--- src/mwve_pkg.sv ---
// Shared types, constants and the saturation function of the mecanum wheel velocity estimator.
package mwve_pkg;

  localparam int WHEEL_COUNT = 4;

  // Field and datapath widths.
  localparam int TICK_W  = 32;
  localparam int GAIN_W  = 32;
  localparam int SUM_W   = 34;
  localparam int MUL_A_W = 34;
  localparam int MUL_B_W = 26;
  localparam int PROD_W  = MUL_A_W + MUL_B_W;
  localparam int GS_W    = 2 * MUL_B_W;
  localparam int NUM_W   = SUM_W + GS_W;
  localparam int DEN_SH  = 8;
  localparam int DEN_W   = TICK_W + DEN_SH;
  localparam int Q_W     = 32;
  localparam int HI_W    = NUM_W - Q_W;

  // Microseconds per second, the scale applied to each gain.
  localparam logic [MUL_B_W-1:0] US_SCALE = MUL_B_W'(1000000);

  // Saturation limits of a Q16.16 result.
  localparam logic [Q_W-1:0] POS_CAP = 32'h7FFF_FFFF;
  localparam logic [Q_W-1:0] NEG_CAP = 32'h8000_0000;

  // Sequencing counts.
  localparam int CNT_W     = 5;
  localparam int MUL_OPS   = 6;
  localparam int DIV_STEPS = 32;

  // Multiplier operations, in the order the controller issues them.
  localparam int OP_W = 3;
  typedef logic [OP_W-1:0] mul_op_t;
  localparam mul_op_t OP_GA    = 3'd0;
  localparam mul_op_t OP_GL    = 3'd1;
  localparam mul_op_t OP_NA_LO = 3'd2;
  localparam mul_op_t OP_NA_HI = 3'd3;
  localparam mul_op_t OP_NL_LO = 3'd4;
  localparam mul_op_t OP_NL_HI = 3'd5;

  // Commands from the controller to the datapath.
  typedef struct packed {
    logic    load_in;
    logic    form_sum;
    logic    form_mag;
    logic    mul_en;
    mul_op_t mul_op;
    logic    acc_en;
    mul_op_t acc_op;
    logic    div_init;
    logic    div_step;
    logic    load_out;
  } mwve_cmd_t;

  // Status from the datapath to the controller.
  typedef struct packed {
    logic zero;
    logic out_free;
  } mwve_sts_t;

  // Applies the sign to a quotient magnitude and saturates it to 32 bits signed.
  function automatic logic [Q_W-1:0] sat_rate(input logic ovf, input logic [Q_W-1:0] q,
                                              input logic neg);
    logic [Q_W-1:0] r;
    if (neg) begin
      if (ovf || (q > NEG_CAP)) r = NEG_CAP;
      else r = (~q) + Q_W'(1);
    end else begin
      if (ovf || (q > POS_CAP)) r = POS_CAP;
      else r = q;
    end
    return r;
  endfunction

endpackage

--- src/mwve_ctrl.sv ---
// Controller state machine that sequences the sum, multiply and divide steps.
module mwve_ctrl import mwve_pkg::*; (
  input  logic      clk,
  input  logic      rst_n,
  input  logic      in_valid,
  output logic      in_ready,
  input  mwve_sts_t sts,
  output mwve_cmd_t cmd
);

  localparam logic [2:0] ST_IDLE = 3'd0;
  localparam logic [2:0] ST_SUM  = 3'd1;
  localparam logic [2:0] ST_ABS  = 3'd2;
  localparam logic [2:0] ST_MUL  = 3'd3;
  localparam logic [2:0] ST_CHK  = 3'd4;
  localparam logic [2:0] ST_DIV  = 3'd5;
  localparam logic [2:0] ST_DONE = 3'd6;

  logic [2:0]       state_r;
  logic [2:0]       state_nxt;
  logic [CNT_W-1:0] cnt_r;
  logic [CNT_W-1:0] cnt_nxt;

  assign in_ready = (state_r == ST_IDLE);

  // Next state, step counter and datapath commands.
  always_comb begin
    state_nxt = state_r;
    cnt_nxt   = cnt_r;
    cmd       = '0;
    unique case (state_r)
      ST_IDLE: begin
        if (in_valid) begin
          cmd.load_in = 1'b1;
          state_nxt   = ST_SUM;
        end
      end
      ST_SUM: begin
        cmd.form_sum = 1'b1;
        state_nxt    = sts.zero ? ST_DONE : ST_ABS;
      end
      ST_ABS: begin
        cmd.form_mag = 1'b1;
        cnt_nxt      = '0;
        state_nxt    = ST_MUL;
      end
      ST_MUL: begin
        // Issue one product per cycle and fold in the one from the cycle before.
        cmd.mul_en = (cnt_r < CNT_W'(MUL_OPS));
        cmd.mul_op = cnt_r[OP_W-1:0];
        cmd.acc_en = (cnt_r != '0);
        cmd.acc_op = cnt_r[OP_W-1:0] - OP_W'(1);
        if (cnt_r == CNT_W'(MUL_OPS)) begin
          state_nxt = ST_CHK;
        end else begin
          cnt_nxt = cnt_r + CNT_W'(1);
        end
      end
      ST_CHK: begin
        cmd.div_init = 1'b1;
        cnt_nxt      = '0;
        state_nxt    = ST_DIV;
      end
      ST_DIV: begin
        cmd.div_step = 1'b1;
        cnt_nxt      = cnt_r + CNT_W'(1);
        if (cnt_r == CNT_W'(DIV_STEPS - 1)) begin
          state_nxt = ST_DONE;
        end
      end
      ST_DONE: begin
        if (sts.out_free) begin
          cmd.load_out = 1'b1;
          state_nxt    = ST_IDLE;
        end
      end
      default: begin
        state_nxt = ST_IDLE;
      end
    endcase
  end

  // State and counter registers.
  always_ff @(posedge clk) begin
    if (!rst_n) begin
      state_r <= ST_IDLE;
      cnt_r   <= '0;
    end else begin
      state_r <= state_nxt;
      cnt_r   <= cnt_nxt;
    end
  end

endmodule

--- config.mk ---
export PLATFORM = sky130hd
export DESIGN_NAME = mwve_ctrl
export DESIGN_NICKNAME = d
export VERILOG_FILES = /design/src/mwve_pkg.sv /design/src/mwve_ctrl.sv
export SDC_FILE = /design/constraint.sdc
export NUM_CORES = 1
export LEC_CHECK = 0
export CAP_MARGIN = 40
export CORE_MARGIN = 4
export CORE_UTILIZATION = 40
export DETAILED_ROUTE_END_ITERATION = 12
export DONT_BUFFER_PORTS = 1
export PLACE_DENSITY = 0.6
export SYNTH_ARGS = -nofsm -noshare
export SYNTH_HDL_FRONTEND = slang
export SYNTH_SLANG_ARGS = --single-unit
--- constraint.sdc ---
create_clock -name clk -period 3.23 [get_ports clk]
set_clock_uncertainty 0.1 [all_clocks]
set_input_delay 0.1615 -clock clk [delete_from_list [all_inputs] [get_ports clk]]
set_output_delay 0.1615 -clock clk [all_outputs]
set_load 0.1 [all_outputs]
==> impl_results.md <==
- Total CTS buffers: 3
- Critical Path Max Stage Delay: ~840 ps
- Iteration-0 DRC Markers: 23
- Critical path's top delay family: flip-flops
- Area leader, netlist: dfxtp_1
- TritonRoute pass-1 iters: 4
- Vias per cell: roughly 5.6
- Final period util: 71.95%
- Total grt overflow: 0
- # rows: 15
- Core area: approximately 1700 um2
- Fmax: between 400 and 500 MHz
- CP bufs+invs: 1
- Slowest-stage cell, CP: dfxtp_1
- Synth Flop Type: dfxtp_1
- Clock Pin Slew Worst Setup and Hold Paths: approximately 50 ps
- PD cells: ~680 nW/um2
- Total stage count of the critical path: 3
- Reg2reg start: state_r[1]
- Setup repair after global routing missed its margin: no
- Critical Path, Cell by Cell: nand3b_4, a2111oi_4, buf_4
- Area Overhead vs Synth: 36.01%
- Initial antenna violation count: 0
- Cells resized by post-CTS repair: 0
- Largest net degree at the start of global routing: 21
- Top post-synthesis cells by count: dfxtp_1 (8), nor2_1 (8), inv_1 (6)
- Top cells by area, synth: dfxtp_1 (22%), ha_1 (8.5%), nor2_1 (4.1%), a21oi_1 (3.4%), nand2b_1 (3.4%)
- Sink Count: 8
- Syn nets: between 100 and 150
- Critical Path Source Type: flop
- Initial core utilization: 42.46%
- Reg-to-reg slack, setup: 1350 ps
- CTS tree: built
- Avg Cell Area, Syn: between 7 and 8 um2
- Endpoints failing hold: 0
- Number of routed nets with antenna violations: 0
- Max cap viols: 0
- H-tree depth: 1
- Routability cong.: 0.8367
- Setup TNS: 0 ps
- Residual DRC: 0
- Nets: about 120
- GRT Total Usage: between 10% and 20%
- Number of post-CTS setup repair buffers: 0
- Gate Count Post-Synth: slightly above 90
- Hold crit path type: in2reg
- Worst-margin pin slew: about 800 ps
- Finished Core Util: roughly 58%
- Global-route wire length before repair: between 3000 and 4000 um
- Worst skew pair latency: approximately 260 ps
- Yosys top cell area share: a little over a fifth
- Die Ht: 50.82 um
- Number of synthesized flops with an enable pin: 0
- Die X: ~50 um
- Final Max Tran Viols: 0
- Seq/Total Area, Yosys: between 20% and 30%
- Die footprint: 2582 um2
- CTS root buffer: clkbuf_4
- Critical Path RT: between 2000 and 3000 ps
- Routed wire length: slightly below 2000 um
- PortBufs: 0
- Cell Area, Synth: around 730 um2
- Worst setup EP type: primary output
- Vias in the first global route: approximately 740
- Arr. time, crit path: between 2000 and 2500 ps
- # diodes: 0
- Worst IR Drop VDD: around 0.00051 V
- Post-DP HPWL: between 1000 and 1500 um
- CP max FO: 20
- DR WL/cell: approximately 15 um
- Seq cells post-synth: 8
- Final WS setup: about 910 ps
- Synth cell types: 40
- Post-layout minimum cycle time: approximately 2300 ps
- Crit path capture: cmd[10]
- Reg2Reg Depth: 3
- Place WS: approximately 1200 ps
- Lkg Pwr: between 0.3 and 0.4 nW
- Slew HR: a little under half
- I/O pin count: 20
- DR vias: about 720
- Max clock buf depth: 2
- Setup Viol. Count Final: 0
- Yosys warning count: 0
- Asr flop ratio synth: 0%
- Worst Setup SP: state_r[1]
- Status: finished clean
- CP Class: reg2out
- R2R Path End: cnt_r[0]
- Share of cells above drive strength 1: 35.58%
-- repair_timing --
| item | 4_1_cts | 5_1_grt |
|---|---|---|
| hold buffers | 1 | 0 |
| setup endpoints to repair | 0 | 0 |
| endpoints found under the hold margin | 3 | 0 |
-- metrics by stage --
step / power [mW] / instances / hold slack, ps / area [um2]
floorplan: 0.4930 / 92 / 202.2 / 744.5
global placement: 0.5886 / 125 / 208.6 / 964.7
detailed placement: 0.5938 / 125 / 213.9 / 964.7
CTS: 0.6742 / 129 / 16.10 / 997.2
global route: 0.7102 / 129 / 10.46 / 997.2
finish: 0.6749 / 129 / 23.43 / 997.2
-- registers in the layout (all words and copies together), names as in the netlist --
register	flops
cnt_r	5
state_r	3
-- how the worst min path moves through the flow --
stage,end,depth (start not counted),start,slack [ps]
global route,state_r[1],2,rst_n,10
finish,state_r[1],2,rst_n,20
floorplan,cnt_r[4],2,rst_n,200
CTS,state_r[1],2,rst_n,20
detailed placement,cnt_r[3],2,rst_n,210
global placement,cnt_r[4],2,rst_n,210
-- cells in the final DEF, fill, tap and decap left out, drive strengths merged, types with 2 or more instances in the layout --
cell type / synthesis / routed
a21oi: 6 / 6
dfxtp: 8 / 8
nand2b: 4 / 4
nor4: 2 / 2
nor3b: 2 / 2
inv: 6 / 6
and3: 2 / 2
buf: 7 / 11
nor2: 8 / 8
nand2: 5 / 5
o21ai: 5 / 5
xnor2: 2 / 2
nor3: 5 / 5
nand3: 4 / 4
clkbuf: 0 / 7
ha: 5 / 5
-- power by group --
part	switching, mW	total (mW)	internal [mW]
Combinational	0.289	0.417	0.128
Sequential	0.0663	0.178	0.111
Clock	0.0375	0.0802	0.0426
Total	0.393	0.675	0.282
-- layout make-up --
class                      count  area, um2
fill                         165      729.5
clock buffer                   3      22.52
sequential                     8      160.2
timing repair buffer          16      192.7
tap                           25      31.28
inverter                       6      22.52
multi-input combinational     71      568.0
-- kinds of logic after synthesis --
logic type,synth area share [%]
buffers and inverters,9.898
flip-flops,21.84
AO/OA/AOI/OAI,23.72
AND/OR/NAND/NOR,32.42
XOR/XNOR,3.584
adder cells (fa/ha/maj),8.532
-- metal layers --
metal	wire, um	GRT usage, %
met2	966	28.26
met5	0	0
met3	46	3.790
met4	8	2.242
met1	937	22.50
(Power assumes the default switching activity.)
