`src/mwve_pkg.sv`:
```
// Shared types, constants and the saturation function of the mecanum wheel velocity estimator.
package mwve_pkg;

  localparam int WHEEL_COUNT = 4;

  // Field and datapath widths.
  localparam int TICK_W  = 32;
  localparam int GAIN_W  = 32;
  localparam int SUM_W   = 34;
  localparam int MUL_A_W = 34;
  localparam int MUL_B_W = 26;
  localparam int PROD_W  = MUL_A_W + MUL_B_W;
  localparam int GS_W    = 2 * MUL_B_W;
  localparam int NUM_W   = SUM_W + GS_W;
  localparam int DEN_SH  = 8;
  localparam int DEN_W   = TICK_W + DEN_SH;
  localparam int Q_W     = 32;
  localparam int HI_W    = NUM_W - Q_W;

  // Microseconds per second, the scale applied to each gain.
  localparam logic [MUL_B_W-1:0] US_SCALE = MUL_B_W'(1000000);

  // Saturation limits of a Q16.16 result.
  localparam logic [Q_W-1:0] POS_CAP = 32'h7FFF_FFFF;
  localparam logic [Q_W-1:0] NEG_CAP = 32'h8000_0000;

  // Sequencing counts.
  localparam int CNT_W     = 5;
  localparam int MUL_OPS   = 6;
  localparam int DIV_STEPS = 32;

  // Multiplier operations, in the order the controller issues them.
  localparam int OP_W = 3;
  typedef logic [OP_W-1:0] mul_op_t;
  localparam mul_op_t OP_GA    = 3'd0;
  localparam mul_op_t OP_GL    = 3'd1;
  localparam mul_op_t OP_NA_LO = 3'd2;
  localparam mul_op_t OP_NA_HI = 3'd3;
  localparam mul_op_t OP_NL_LO = 3'd4;
  localparam mul_op_t OP_NL_HI = 3'd5;

  // Commands from the controller to the datapath.
  typedef struct packed {
    logic    load_in;
    logic    form_sum;
    logic    form_mag;
    logic    mul_en;
    mul_op_t mul_op;
    logic    acc_en;
    mul_op_t acc_op;
    logic    div_init;
    logic    div_step;
    logic    load_out;
  } mwve_cmd_t;

  // Status from the datapath to the controller.
  typedef struct packed {
    logic zero;
    logic out_free;
  } mwve_sts_t;

  // Applies the sign to a quotient magnitude and saturates it to 32 bits signed.
  function automatic logic [Q_W-1:0] sat_rate(input logic ovf, input logic [Q_W-1:0] q,
                                              input logic neg);
    logic [Q_W-1:0] r;
    if (neg) begin
      if (ovf || (q > NEG_CAP)) r = NEG_CAP;
      else r = (~q) + Q_W'(1);
    end else begin
      if (ovf || (q > POS_CAP)) r = POS_CAP;
      else r = q;
    end
    return r;
  endfunction

endpackage

```
`src/mwve_regs.sv`:
```
// Configuration registers with the APB-style access port.
module mwve_regs import mwve_pkg::*; (
  input  logic              clk,
  input  logic              rst_n,
  input  logic              psel,
  input  logic              penable,
  input  logic              pwrite,
  input  logic [2:0]        paddr,
  input  logic [31:0]       pwdata,
  output logic [31:0]       prdata,
  output logic              pready,
  output logic [GAIN_W-1:0] linear_gain,
  output logic [GAIN_W-1:0] angular_gain
);

  localparam logic REG_LINEAR  = 1'b0;
  localparam logic REG_ANGULAR = 1'b1;

  logic [GAIN_W-1:0] lin_gain_r;
  logic [GAIN_W-1:0] ang_gain_r;
  logic              wr_en;

  assign wr_en  = psel && penable && pwrite;
  assign pready = 1'b1;

  // Register writes at the access phase.
  always_ff @(posedge clk) begin
    if (!rst_n) begin
      lin_gain_r <= '0;
      ang_gain_r <= '0;
    end else if (wr_en) begin
      unique case (paddr[2])
        REG_LINEAR:  lin_gain_r <= pwdata;
        REG_ANGULAR: ang_gain_r <= pwdata;
        default:     lin_gain_r <= lin_gain_r;
      endcase
    end
  end

  // Read back.
  assign prdata = (paddr[2] == REG_ANGULAR) ? ang_gain_r : lin_gain_r;

  assign linear_gain  = lin_gain_r;
  assign angular_gain = ang_gain_r;

endmodule

```
`config.mk`:
```
export PLATFORM = sky130hd
export DESIGN_NAME = mwve_regs
export DESIGN_NICKNAME = d
export VERILOG_FILES = /design/src/mwve_pkg.sv /design/src/mwve_regs.sv
export SDC_FILE = /design/constraint.sdc
export NUM_CORES = 1
export LEC_CHECK = 0
export BUFFER_PORTS_ARGS = -buffer_cell sky130_fd_sc_hd__clkbuf_2
export CAP_MARGIN = 40
export CORE_ASPECT_RATIO = 0.5
export CORE_UTILIZATION = 49
export CTS_CLUSTER_DIAMETER = 60
export CTS_CLUSTER_SIZE = 24
export DETAILED_ROUTE_END_ITERATION = 10
export GPL_TIMING_DRIVEN = 0
export PLACE_DENSITY = 0.84
export SYNTH_ARGS = -nofsm -noshare
export SYNTH_HDL_FRONTEND = slang
export SYNTH_SLANG_ARGS = --single-unit
```
`constraint.sdc`:
```
create_clock -name clk -period 2.3 [get_ports clk]
set_input_delay 0.345 -clock clk [delete_from_list [all_inputs] [get_ports clk]]
set_output_delay 0.345 -clock clk [all_outputs]
set_load 0.05 [all_outputs]
```
==> results of run 1 <==
[cell families (layout without fill, tap and decap cells)]
logic type | count (synthesis) | in the layout | synth area share, %
and+or+nand+nor | 98 | 98 | 13.6
buffers and inverters | 23 | 169 | 5.03
DFF | 64 | 64 | 45.6
muxes | 96 | 96 | 35.6
other | 1 | 1 | 0.133
[cell type report]
class / count / area share [%]
clock inverter: 3 / 1.68
buffer: 23 / 3.65
clock buffer: 12 / 6.61
multi-input combinational: 195 / 35.8
tap: 73 / 2.35
sequential: 64 / 33.0
timing repair buffer: 131 / 16.9
[worst register-to-register path, cell delays in order (launching register included)]
cell	delay, ns
dfxtp_1	0.37
nand2_1	0.08
mux2i_1	0.15
[cells in the mapped netlist]
library cell  number  area [um2]
mux2_2            32         360
nand4_2            1        12.5
buf_4              2        15.0
clkbuf_1           8        30.0
mux2i_1           64         641
nand2_1           96         360
dfxtp_1           64        1280
buf_2              8        40.0
buf_6              5        56.3
conb_1             1        3.75
and4b_1            1        10.0
[cell usage in the layout (no fill, tap or decap)]
master,instances
and4b_1,1
buf_4,2
buf_2,8
clkbuf_8,2
clkbuf_16,9
conb_1,1
buf_6,5
nand2_1,96
clkbuf_1,9
clkinv_2,1
nand4_2,1
mux2i_1,64
clkbuf_2,131
bufinv_16,2
dfxtp_1,64
mux2_2,32
[worst max path at each step]
stage | depth (start not counted) | slack (ns) | to
after global routing | 4 | 0.55 | prdata[24]
after global placement | 4 | 0.58 | prdata[24]
final | 4 | 0.61 | prdata[24]
after floorplan | 3 | 0.84 | prdata[0]
after detailed placement | 4 | 0.59 | prdata[24]
after CTS | 4 | 0.59 | prdata[24]
[state kept, by name, summed over array words and instances (netlist names)]
register / count
linear_gain: 32
angular_gain: 32
[through the flow]
| stage | instances | total power, mW |
|---|---|---|
| 2_1_floorplan | 282 | 1.43 |
| 3_3_place_gp | 486 | 1.52 |
| 3_5_place_dp | 486 | 1.52 |
| 4_1_cts | 501 | 2.97 |
| 5_1_grt | 501 | 3.07 |
| 6_report | 501 | 2.96 |
[power groups by stage]
| stage | Combinational, mW | Sequential, mW | Clock (mW) |
|---|---|---|---|
| after detailed placement | 0.348 | 1.18 | 0 |
| final | 0.350 | 1.15 | 1.45 |
| after floorplan | 0.172 | 1.26 | 0 |
| after CTS | 0.350 | 1.15 | 1.47 |
| after global placement | 0.345 | 1.18 | 0 |
| after global routing | 0.369 | 1.16 | 1.54 |
[layer usage]
layer / vias to the layer above / global-route usage, % / part of all wire [%] / routed length [um]
met2: 64 / 41.6 / 51 / 3530
met1: 1177 / 29.4 / 43 / 3010
met5: - / 0 / 0 / 0
met3: 13 / 8.38 / 4.9 / 340
li1: 1226 / - / - / -
met4: 0 / 7.92 / 1.5 / 105
==> run_results.csv, run 1 <==
group,metric,value,unit
outcome,outcome,"finished clean",
sta,worst_hold_slack,0.267,ns
worst_setup_path,worstReg2RegEnd,"angular_gain[24]",
worst_setup_path,end_kind,"output pin",
worst_setup_path,critical_path_arrival,1.35,ns
worst_setup_path,critPathLaunchType,"input port",
sta,slew_headroom,62.1,%
power_and_ir_drop,seq_power_share,39.0,%
sta,setup_violations,0,
worst_setup_path,critPathRequiredTime,1.96,ns
min_path,hold_path_end,"angular_gain[11]",
global_route,overflow,0,
clocking,cts-htree-levels,3,
placed_design,placed_area,3560,um2
route,num_vias,2480,
run,maxCapViolations,0,
global_route,grt_pass1_vias,2332,
sta,fmax,590,MHz
layout,diodes,0,
clocking,clk_latency,0.32,ns
synthesis,syn_inst,282,
layout,finalNetCount,464,
sta,fin_setup_tns,0,ns
layout,fillers,432,
synthesis,syn_area,2810,um2
die,dieArea,6060,um2
worst_setup_path,rr_worst_depth,2,
worst_setup_path,crit_path_max_incr_delay,0.37,ns
worst_setup_path,worstPathCellList,"buf_6 > buf_2 > mux2_2 > clkbuf_2",
route,drt-total-wl,6.99,mm
clocking,clock-sinks,64,
placed_design,place_ws,0.594,ns
clocking,cts_root_buffer,"clkbuf_16",
clocking,cts_resized,0,
worst_setup_path,r2r_slack,1.63,ns
power_and_ir_drop,pwr-share-clk,49.2,%
layout,fin_util,70.3,%
global_route,antenna_found_initial,0,
layout,drive_gt1_share,45.1,%
clocking,cts_made_buffers,9,
layout,multiInputGateArea,1390,um2
min_path,holdCritPathClass,"input port to flop",
die,rows,19,
route,drt_pre_antenna_iters,4,
global_route,grt_max_degree,11,
worst_setup_path,crit_start,"paddr[2]",
power_and_ir_drop,p_sw_share,24.3,%
clocking,cts.clk_slew.worst_paths,0.05,ns
global_route,grt_pass1_wl,11.3,mm
sta,hold_viol_final,0,
worst_setup_path,critPathKind,"input port to output pin",
min_path,hold_path_depth,3,
power_and_ir_drop,p_switching,0.720,mW
min_path,hold_path_startpoint,"pwdata[11]",
sta,post-route-period-util,73.6,%
layout,final_area,3880,um2
die,die_h,55.6,um
placed_design,place_congestion,0.728,
power_and_ir_drop,power_frac_comb,11.8,%
worst_setup_path,r2r-start,"angular_gain[24]",
synthesis,synth_seq_area_share,45.6,%
sta,finalMaxSlewViolations,0,
worst_setup_path,slowest_stage,"mux2_2",
worst_setup_path,path_buf_inv,3,
route,postRouteAntennaNets,0,
route,viasPerCell,4.95,
die,io_pins,137,
die,start_util,51.0,%
route,drt_iter0_drc,80,
worst_setup_path,cpLargestDelayFamily,"buffers and inverters",
clocking,cts_hold_buf,0,
sta,worst_slew_pin_slew,0.569,ns
route,wl_per_cell,13.9,um
sta,fin_crit,1.69,ns
die,die_w,109,um
sta,rsz0062_at_grt,"no",
synthesis,syn_avg_cell_area,9.97,um2
clocking,postCtsSetupBuffers,0,
placed_design,dp_hpwl,5.01,mm
layout,regArea,1280,um2
synthesis,syn_nets,322,
layout,area_growth,38.0,%
synthesis,synth.ff_latch_count,64,
sta,worst_slack,0.606,ns
worst_setup_path,critPathMaxFanout,10,
global_route,grt_usage,24.7,%
power_and_ir_drop,ir_worst_vdd,0.556,mV
power_and_ir_drop,leakage,2.03,nW
die,coreArea,5520,um2
synthesis,yosysWarningCount,0,
route,drc_errors,0,
synthesis,yosysUniqueCellTypes,11,
clocking,cts_tree,"yes",
power_and_ir_drop,p_per_area,763,nW/um2
power_and_ir_drop,cell_internal_pwr,2.24,mW
placed_design,portBuffers,131,
clocking,clock_path_buffers,2,
sta,skew,0,ns
Note: power is estimated with default switching activity, not from simulation.
==> run 2, diff against run 1 <==
--- a/config.mk
+++ b/config.mk
@@ -5,15 +5,16 @@
 export SDC_FILE = /design/constraint.sdc
 export NUM_CORES = 1
 export LEC_CHECK = 0
+export ABC_AREA = 1
 export BUFFER_PORTS_ARGS = -buffer_cell sky130_fd_sc_hd__clkbuf_2
 export CAP_MARGIN = 40
 export CORE_ASPECT_RATIO = 0.5
-export CORE_UTILIZATION = 49
+export CORE_UTILIZATION = 47
 export CTS_CLUSTER_DIAMETER = 60
 export CTS_CLUSTER_SIZE = 24
 export DETAILED_ROUTE_END_ITERATION = 10
 export GPL_TIMING_DRIVEN = 0
-export PLACE_DENSITY = 0.84
+export PLACE_DENSITY = 0.8
 export SYNTH_ARGS = -nofsm -noshare
 export SYNTH_HDL_FRONTEND = slang
 export SYNTH_SLANG_ARGS = --single-unit
==> constraint.sdc (replaced) <==
create_clock -name clk -period 1.61 [get_ports clk]
set_input_delay 0.2415 -clock clk [delete_from_list [all_inputs] [get_ports clk]]
set_output_delay 0.2415 -clock clk [all_outputs]
set_load 0.05 [all_outputs]
==> run 2 against run 1 <==
  * Clock skew is the same
  * Wire length grew 18%
  * Sequential share of layout area shrank 2.6 points
  * Utilization shrank 2.6 points
  * Clock power grew 43%
  * Via count grew 36%
  * Sequential power grew 46%
  * Combinational power grew 120%
  * Flip-flop and latch count is the same
  * First-iteration DRC count grew to 2.6 times the previous value
  * Largest power group unchanged
==> run_results.csv, run 2 <==
group,metric,value,unit
outcome,outcome,"finished clean",
clocking,clock-sinks,64,
synthesis,syn_area,3100,um2
route,postRouteAntennaNets,0,
clocking,cts_made_buffers,9,
die,io_pins,137,
global_route,grt_usage,24.5,%
sta,setup_violations,0,
sta,post-route-period-util,94.7,%
min_path,holdCritPathClass,"input port to flop",
layout,drive_gt1_share,28.7,%
clocking,cts.clk_slew.worst_paths,0.05,ns
power_and_ir_drop,p_per_area,1080,nW/um2
synthesis,yosysUniqueCellTypes,15,
worst_setup_path,critPathLaunchType,"input port",
route,wl_per_cell,11.4,um
worst_setup_path,r2r-start,"linear_gain[12]",
placed_design,portBuffers,132,
synthesis,synth_top_flop_cell,"dfxtp_1",
sta,worst_hold_slack,0.244,ns
die,die_h,59.5,um
clocking,clk_latency,0.32,ns
sta,fin_setup_tns,0,ns
worst_setup_path,rr_worst_depth,2,
synthesis,yosysMostFrequentCell,"nand2_1",
clocking,cts-htree-levels,3,
worst_setup_path,critPathRequiredTime,1.37,ns
worst_setup_path,path_buf_inv,4,
worst_setup_path,cp.depth,6,
synthesis,synth_edf_count,0,
synthesis,syn_nets,530,
placed_design,dp_hpwl,5.95,mm
global_route,overflow,0,
route,num_vias,3384,
die,rows,20,
worst_setup_path,critical_path_arrival,1.28,ns
placed_design,placed_area,3870,um2
layout,layout_commonest_cell,"nand2_1",
synthesis,synthTopCellsByCount,"160 x nand2_1, 128 x nor2_1, 64 x dfxtp_1, 64 x nand3_1, 32 x inv_1",
layout,finalNetCount,673,
worst_setup_path,worstReg2RegEnd,"linear_gain[12]",
clocking,clock_path_buffers,2,
worst_setup_path,worstPathCellList,"clkbuf_2 > buf_2 > clkbuf_4 > nand2_1 > nand2_1 > buf_2",
sta,finalMaxSlewViolations,0,
synthesis,syn_avg_cell_area,6.33,um2
worst_setup_path,crit_start,"paddr[2]",
worst_setup_path,crit_path_max_incr_delay,0.26,ns
route,drt-total-wl,8.25,mm
global_route,grt_pass1_vias,2849,
route,drt_pre_antenna_iters,4,
placed_design,place_congestion,0.783,
layout,stdcell_count,726,
worst_setup_path,critPathKind,"input port to output pin",
synthesis,yosys.area.top_type,"dfxtp_1",
die,coreArea,6210,um2
sta,hold_viol_final,0,
synthesis,yosysWarningCount,0,
synthesis,syn_inst,490,
global_route,grt_max_degree,12,
worst_setup_path,endpoint,"prdata[15]",
clocking,cts_hold_buf,0,
layout,area_growth,35.5,%
sta,skew,0,ns
run,maxCapViolations,0,
synthesis,synthArstFlopShare,0,%
layout,diodes,0,
sta,fmax,656,MHz
die,dieArea,6950,um2
clocking,cts_tree,"yes",
layout,layout_common_cells,"160 x nand2_1, 130 x clkbuf_2, 128 x nor2_1, 64 x nand3_1, 64 x dfxtp_1",
route,drc_errors,0,
placed_design,numPlacedInstances,710,
route,drt_iter0_drc,206,
worst_setup_path,end_kind,"output pin",
worst_setup_path,cpLargestDelayFamily,"buffers and inverters",
worst_setup_path,critPathMaxFanout,10,
synthesis,synthTopCellsByArea,"dfxtp_1 41%, nand2_1 19%, nor2_1 15%, nand3_1 10%, inv_1 3.9%",
synthesis,synth_seq_area_share,41.3,%
synthesis,synth.ff_latch_count,64,
worst_setup_path,slowest_stage,"buf_2",
die,start_util,50.0,%
die,die_w,117,um
clocking,cts_root_buffer,"clkbuf_16",
sta,fin_crit,1.52,ns
layout,final_area,4200,um2
worst_setup_path,r2r_slack,1.01,ns
power_and_ir_drop,leakage,2.32,nW
sta,rsz0062_at_grt,"no",
power_and_ir_drop,ir_worst_vdd,0.638,mV
global_route,antenna_found_initial,0,
route,viasPerCell,4.66,
synthesis,synth_top_area_share,41.3,%
global_route,grt_pass1_wl,12.9,mm
## run 2: kinds of logic after synthesis
| group | synth area share (%) |
|---|---|
| other | 0.121 |
| buffers and inverters | 11.5 |
| and+or+nand+nor | 47.1 |
| DFF | 41.3 |
## run 2: area by class of cell
class	count	area [um2]
buffer	34	238
clock buffer	11	243
clock inverter	5	80.1
fill	590	2000
inverter	34	128
multi-input combinational	358	1460
sequential	64	1280
tap	88	110
timing repair buffer	132	661
## run 2: power by group
part | internal (mW) | total (mW) | switching (mW)
logic | 0.206 | 0.782 | 0.575
clock network | 1.39 | 2.07 | 0.676
registers | 1.64 | 1.68 | 0.0430
total | 3.24 | 4.54 | 1.29
## run 2: what timing repair did
item | 4_1_cts | 5_1_grt
buffers inserted | 0 | 0
resized for setup | 0 | 5
setup endpoints to repair | 0 | 19
## run 2: metrics by stage
stage	total power, mW	setup slack, ns	utilization (%)
after global placement	2.49	0.0261	62.4
final	4.54	0.0859	67.7
after global routing	4.70	0.00198	67.7
after CTS	4.55	0.0224	67.6
after floorplan	2.30	0.289	-
after detailed placement	2.50	0.0247	62.4
## run 2: layer usage
metal	vias up	part of all wire [%]	routed length (um)	GRT usage, %
met5	-	0	0	0
met4	0	0.72	59	6.15
met3	6	6.5	535	6.24
met2	96	47	3850	42.8
met1	1515	46	3800	30.7
li1	1767	-	-	-
## run 2: worst min path at each step
stage / cells after the start / slack, ns / from / to
3_3_place_gp: 2 / 0.49 / linear_gain[22] / linear_gain[22]
6_report: 3 / 0.24 / rst_n / angular_gain[31]
4_1_cts: 3 / 0.23 / rst_n / angular_gain[31]
3_5_place_dp: 2 / 0.49 / linear_gain[21] / linear_gain[21]
2_1_floorplan: 3 / 0.43 / paddr[2] / linear_gain[25]
5_1_grt: 3 / 0.25 / rst_n / linear_gain[26]
## run 2: tightest hold or removal path, cell delays in order
cell	delay, ns
buf_2	0.17
nand2_1	0.08
nor2_1	0.03
==> run 3, diff against run 2 <==
--- a/config.mk
+++ b/config.mk
@@ -15,6 +15,7 @@
 export DETAILED_ROUTE_END_ITERATION = 10
 export GPL_TIMING_DRIVEN = 0
 export PLACE_DENSITY = 0.8
+export RECOVER_POWER = 50
 export SYNTH_ARGS = -nofsm -noshare
 export SYNTH_HDL_FRONTEND = slang
 export SYNTH_SLANG_ARGS = --single-unit
==> run 3 against run 2 <==
  * Sequential share of layout area grew 0.35 points
  * Worst hold slack got worse by 0.0038 ns
  * Die area did not move
  * First-iteration DRC count rose by 6.8%
  * Clock skew did not move
  * Setup slack got worse by 0.015 ns
  * Wire length increased by 0.44%
  * Utilization shrank 0.77 points
  * Total power shrank 0.38%
  * Critical endpoint unchanged
  * Largest power group unchanged
  * Highest routed layer unchanged
==> run_results.csv, run 3 (synthesized netlist as in run 2, its figures left out) <==
group,metric,value,unit
clocking,clk_latency,0.32,ns
die,start_util,50.0,%
clocking,clock_path_buffers,2,
global_route,overflow,0,
layout,area_growth,34.0,%
route,postRouteAntennaNets,0,
sta,fin_crit,1.54,ns
power_and_ir_drop,p_sw_share,28.4,%
power_and_ir_drop,leakage,2.25,nW
power_and_ir_drop,p_switching,1.28,mW
clocking,cts-htree-levels,3,
route,viasPerCell,4.65,
clocking,cts_resized,0,
route,num_vias,3377,
die,die_w,117,um
sta,finalMaxSlewViolations,0,
die,coreArea,6210,um2
sta,post-route-period-util,95.6,%
clocking,cts.clk_slew.worst_paths,0.05,ns
global_route,grt_pass1_vias,2849,
min_path,holdCritPathClass,"input port to flop",
worst_setup_path,critPathRequiredTime,1.37,ns
layout,diodes,0,
power_and_ir_drop,seq_power_share,37.3,%
placed_design,place_congestion,0.783,
power_and_ir_drop,pwr-share-clk,45.6,%
sta,worst_slew_pin_slew,0.621,ns
clocking,clock-sinks,64,
global_route,grt_usage,24.5,%
worst_setup_path,end_kind,"output pin",
die,rows,20,
sta,fmax,650,MHz
worst_setup_path,critPathKind,"input port to output pin",
worst_setup_path,critPathLaunchType,"input port",
clocking,cts_root_buffer,"clkbuf_16",
sta,slew_headroom,58.4,%
sta,rsz0062_at_grt,"no",
placed_design,portBuffers,132,
power_and_ir_drop,power_frac_comb,17.1,%
route,drt_iter0_drc,220,
worst_setup_path,critical_path_arrival,1.30,ns
layout,finalNetCount,673,
run,maxCapViolations,0,
die,die_h,59.5,um
layout,drive_gt1_share,25.9,%
power_and_ir_drop,finalPower,4.52,mW
sta,skew,0,ns
sta,setup_violations,0,
outcome,outcome,"finished clean",
sta,fin_setup_tns,0,ns
power_and_ir_drop,cell_internal_pwr,3.23,mW
clocking,postCtsSetupBuffers,0,
placed_design,dp_hpwl,5.95,mm
power_and_ir_drop,p_per_area,1090,nW/um2
worst_setup_path,critPathMaxFanout,10,
layout,layout_commonest_cell,"nand2_1",
placed_design,numPlacedInstances,710,
global_route,grt_pass1_wl,12.9,mm
layout,final_area,4160,um2
placed_design,placed_area,3870,um2
die,io_pins,137,
route,drc_errors,0,
global_route,antenna_found_initial,0,
global_route,grt_max_degree,12,
route,drt-total-wl,8.29,mm
layout,layout_common_cells,"160 x nand2_1, 129 x nor2_1, 119 x clkbuf_2, 64 x nand3_1, 64 x dfxtp_1",
clocking,cts_made_buffers,9,
route,wl_per_cell,11.4,um
power_and_ir_drop,ir_worst_vdd,0.639,mV
die,dieArea,6950,um2
route,drt_pre_antenna_iters,4,
layout,stdcell_count,726,
clocking,cts_hold_buf,0,
sta,hold_viol_final,0,
clocking,cts_tree,"yes",
-- run 3: changes by cell type in the layout (fill, tap and decap cells not counted) --
cell,previous run,this run
buf_4,9,5
buf_2,12,10
nor2_1,128,129
clkbuf_2,130,119
nor2_8,1,0
clkbuf_1,1,18
-- run 3: cell type report --
type | count | area, um2
buffer | 34 | 223
clock buffer | 11 | 243
clock inverter | 5 | 80.1
fill | 605 | 2050
inverter | 34 | 128
multi-input combinational | 358 | 1450
sequential | 64 | 1280
tap | 88 | 110
timing repair buffer | 132 | 644
-- run 3: final timing paths --
| kind | cells after the start | end | slack (ns) | startpoint |
|---|---|---|---|---|
| worst max register to register | 2 | angular_gain[20] | 1.01 | angular_gain[20] |
| worst max-delay path | 6 | prdata[15] | 0.07 | paddr[2] |
| worst min-delay path | 3 | angular_gain[31] | 0.24 | rst_n |
| worst min register to register | 2 | linear_gain[8] | 0.50 | linear_gain[8] |
-- run 3: per-stage QoR --
step	utilization [%]	setup slack (ns)	hold slack (ns)
after detailed placement	62.4	0.0247	0.492
after CTS	67.6	0.0224	0.235
after global placement	62.4	0.0261	0.488
final	67.0	0.0707	0.241
after floorplan	-	0.289	0.430
after global routing	67.0	0.00198	0.254
-- run 3: routing by layer --
metal  share of wire [%]  GRT usage [%]
met5                   0              0
met3                 5.9           6.24
met2                  46           42.8
met1                  47           30.7
met4                0.68           6.15
-- run 3: critical path, stage by stage --
cell	delay (ns)
clkbuf_2	0.13
buf_2	0.25
clkbuf_4	0.26
nand2_1	0.07
nand2_1	0.08
buf_2	0.26
-- run 3: power by group through the flow --
stage          clock (mW)  combinational, mW  sequential [mW]
6_report             2.06              0.772             1.69
5_1_grt              2.17              0.836             1.69
4_1_cts              2.09              0.783             1.68
3_5_place_dp            0              0.780             1.72
3_3_place_gp            0              0.774             1.72
2_1_floorplan           0              0.393             1.90
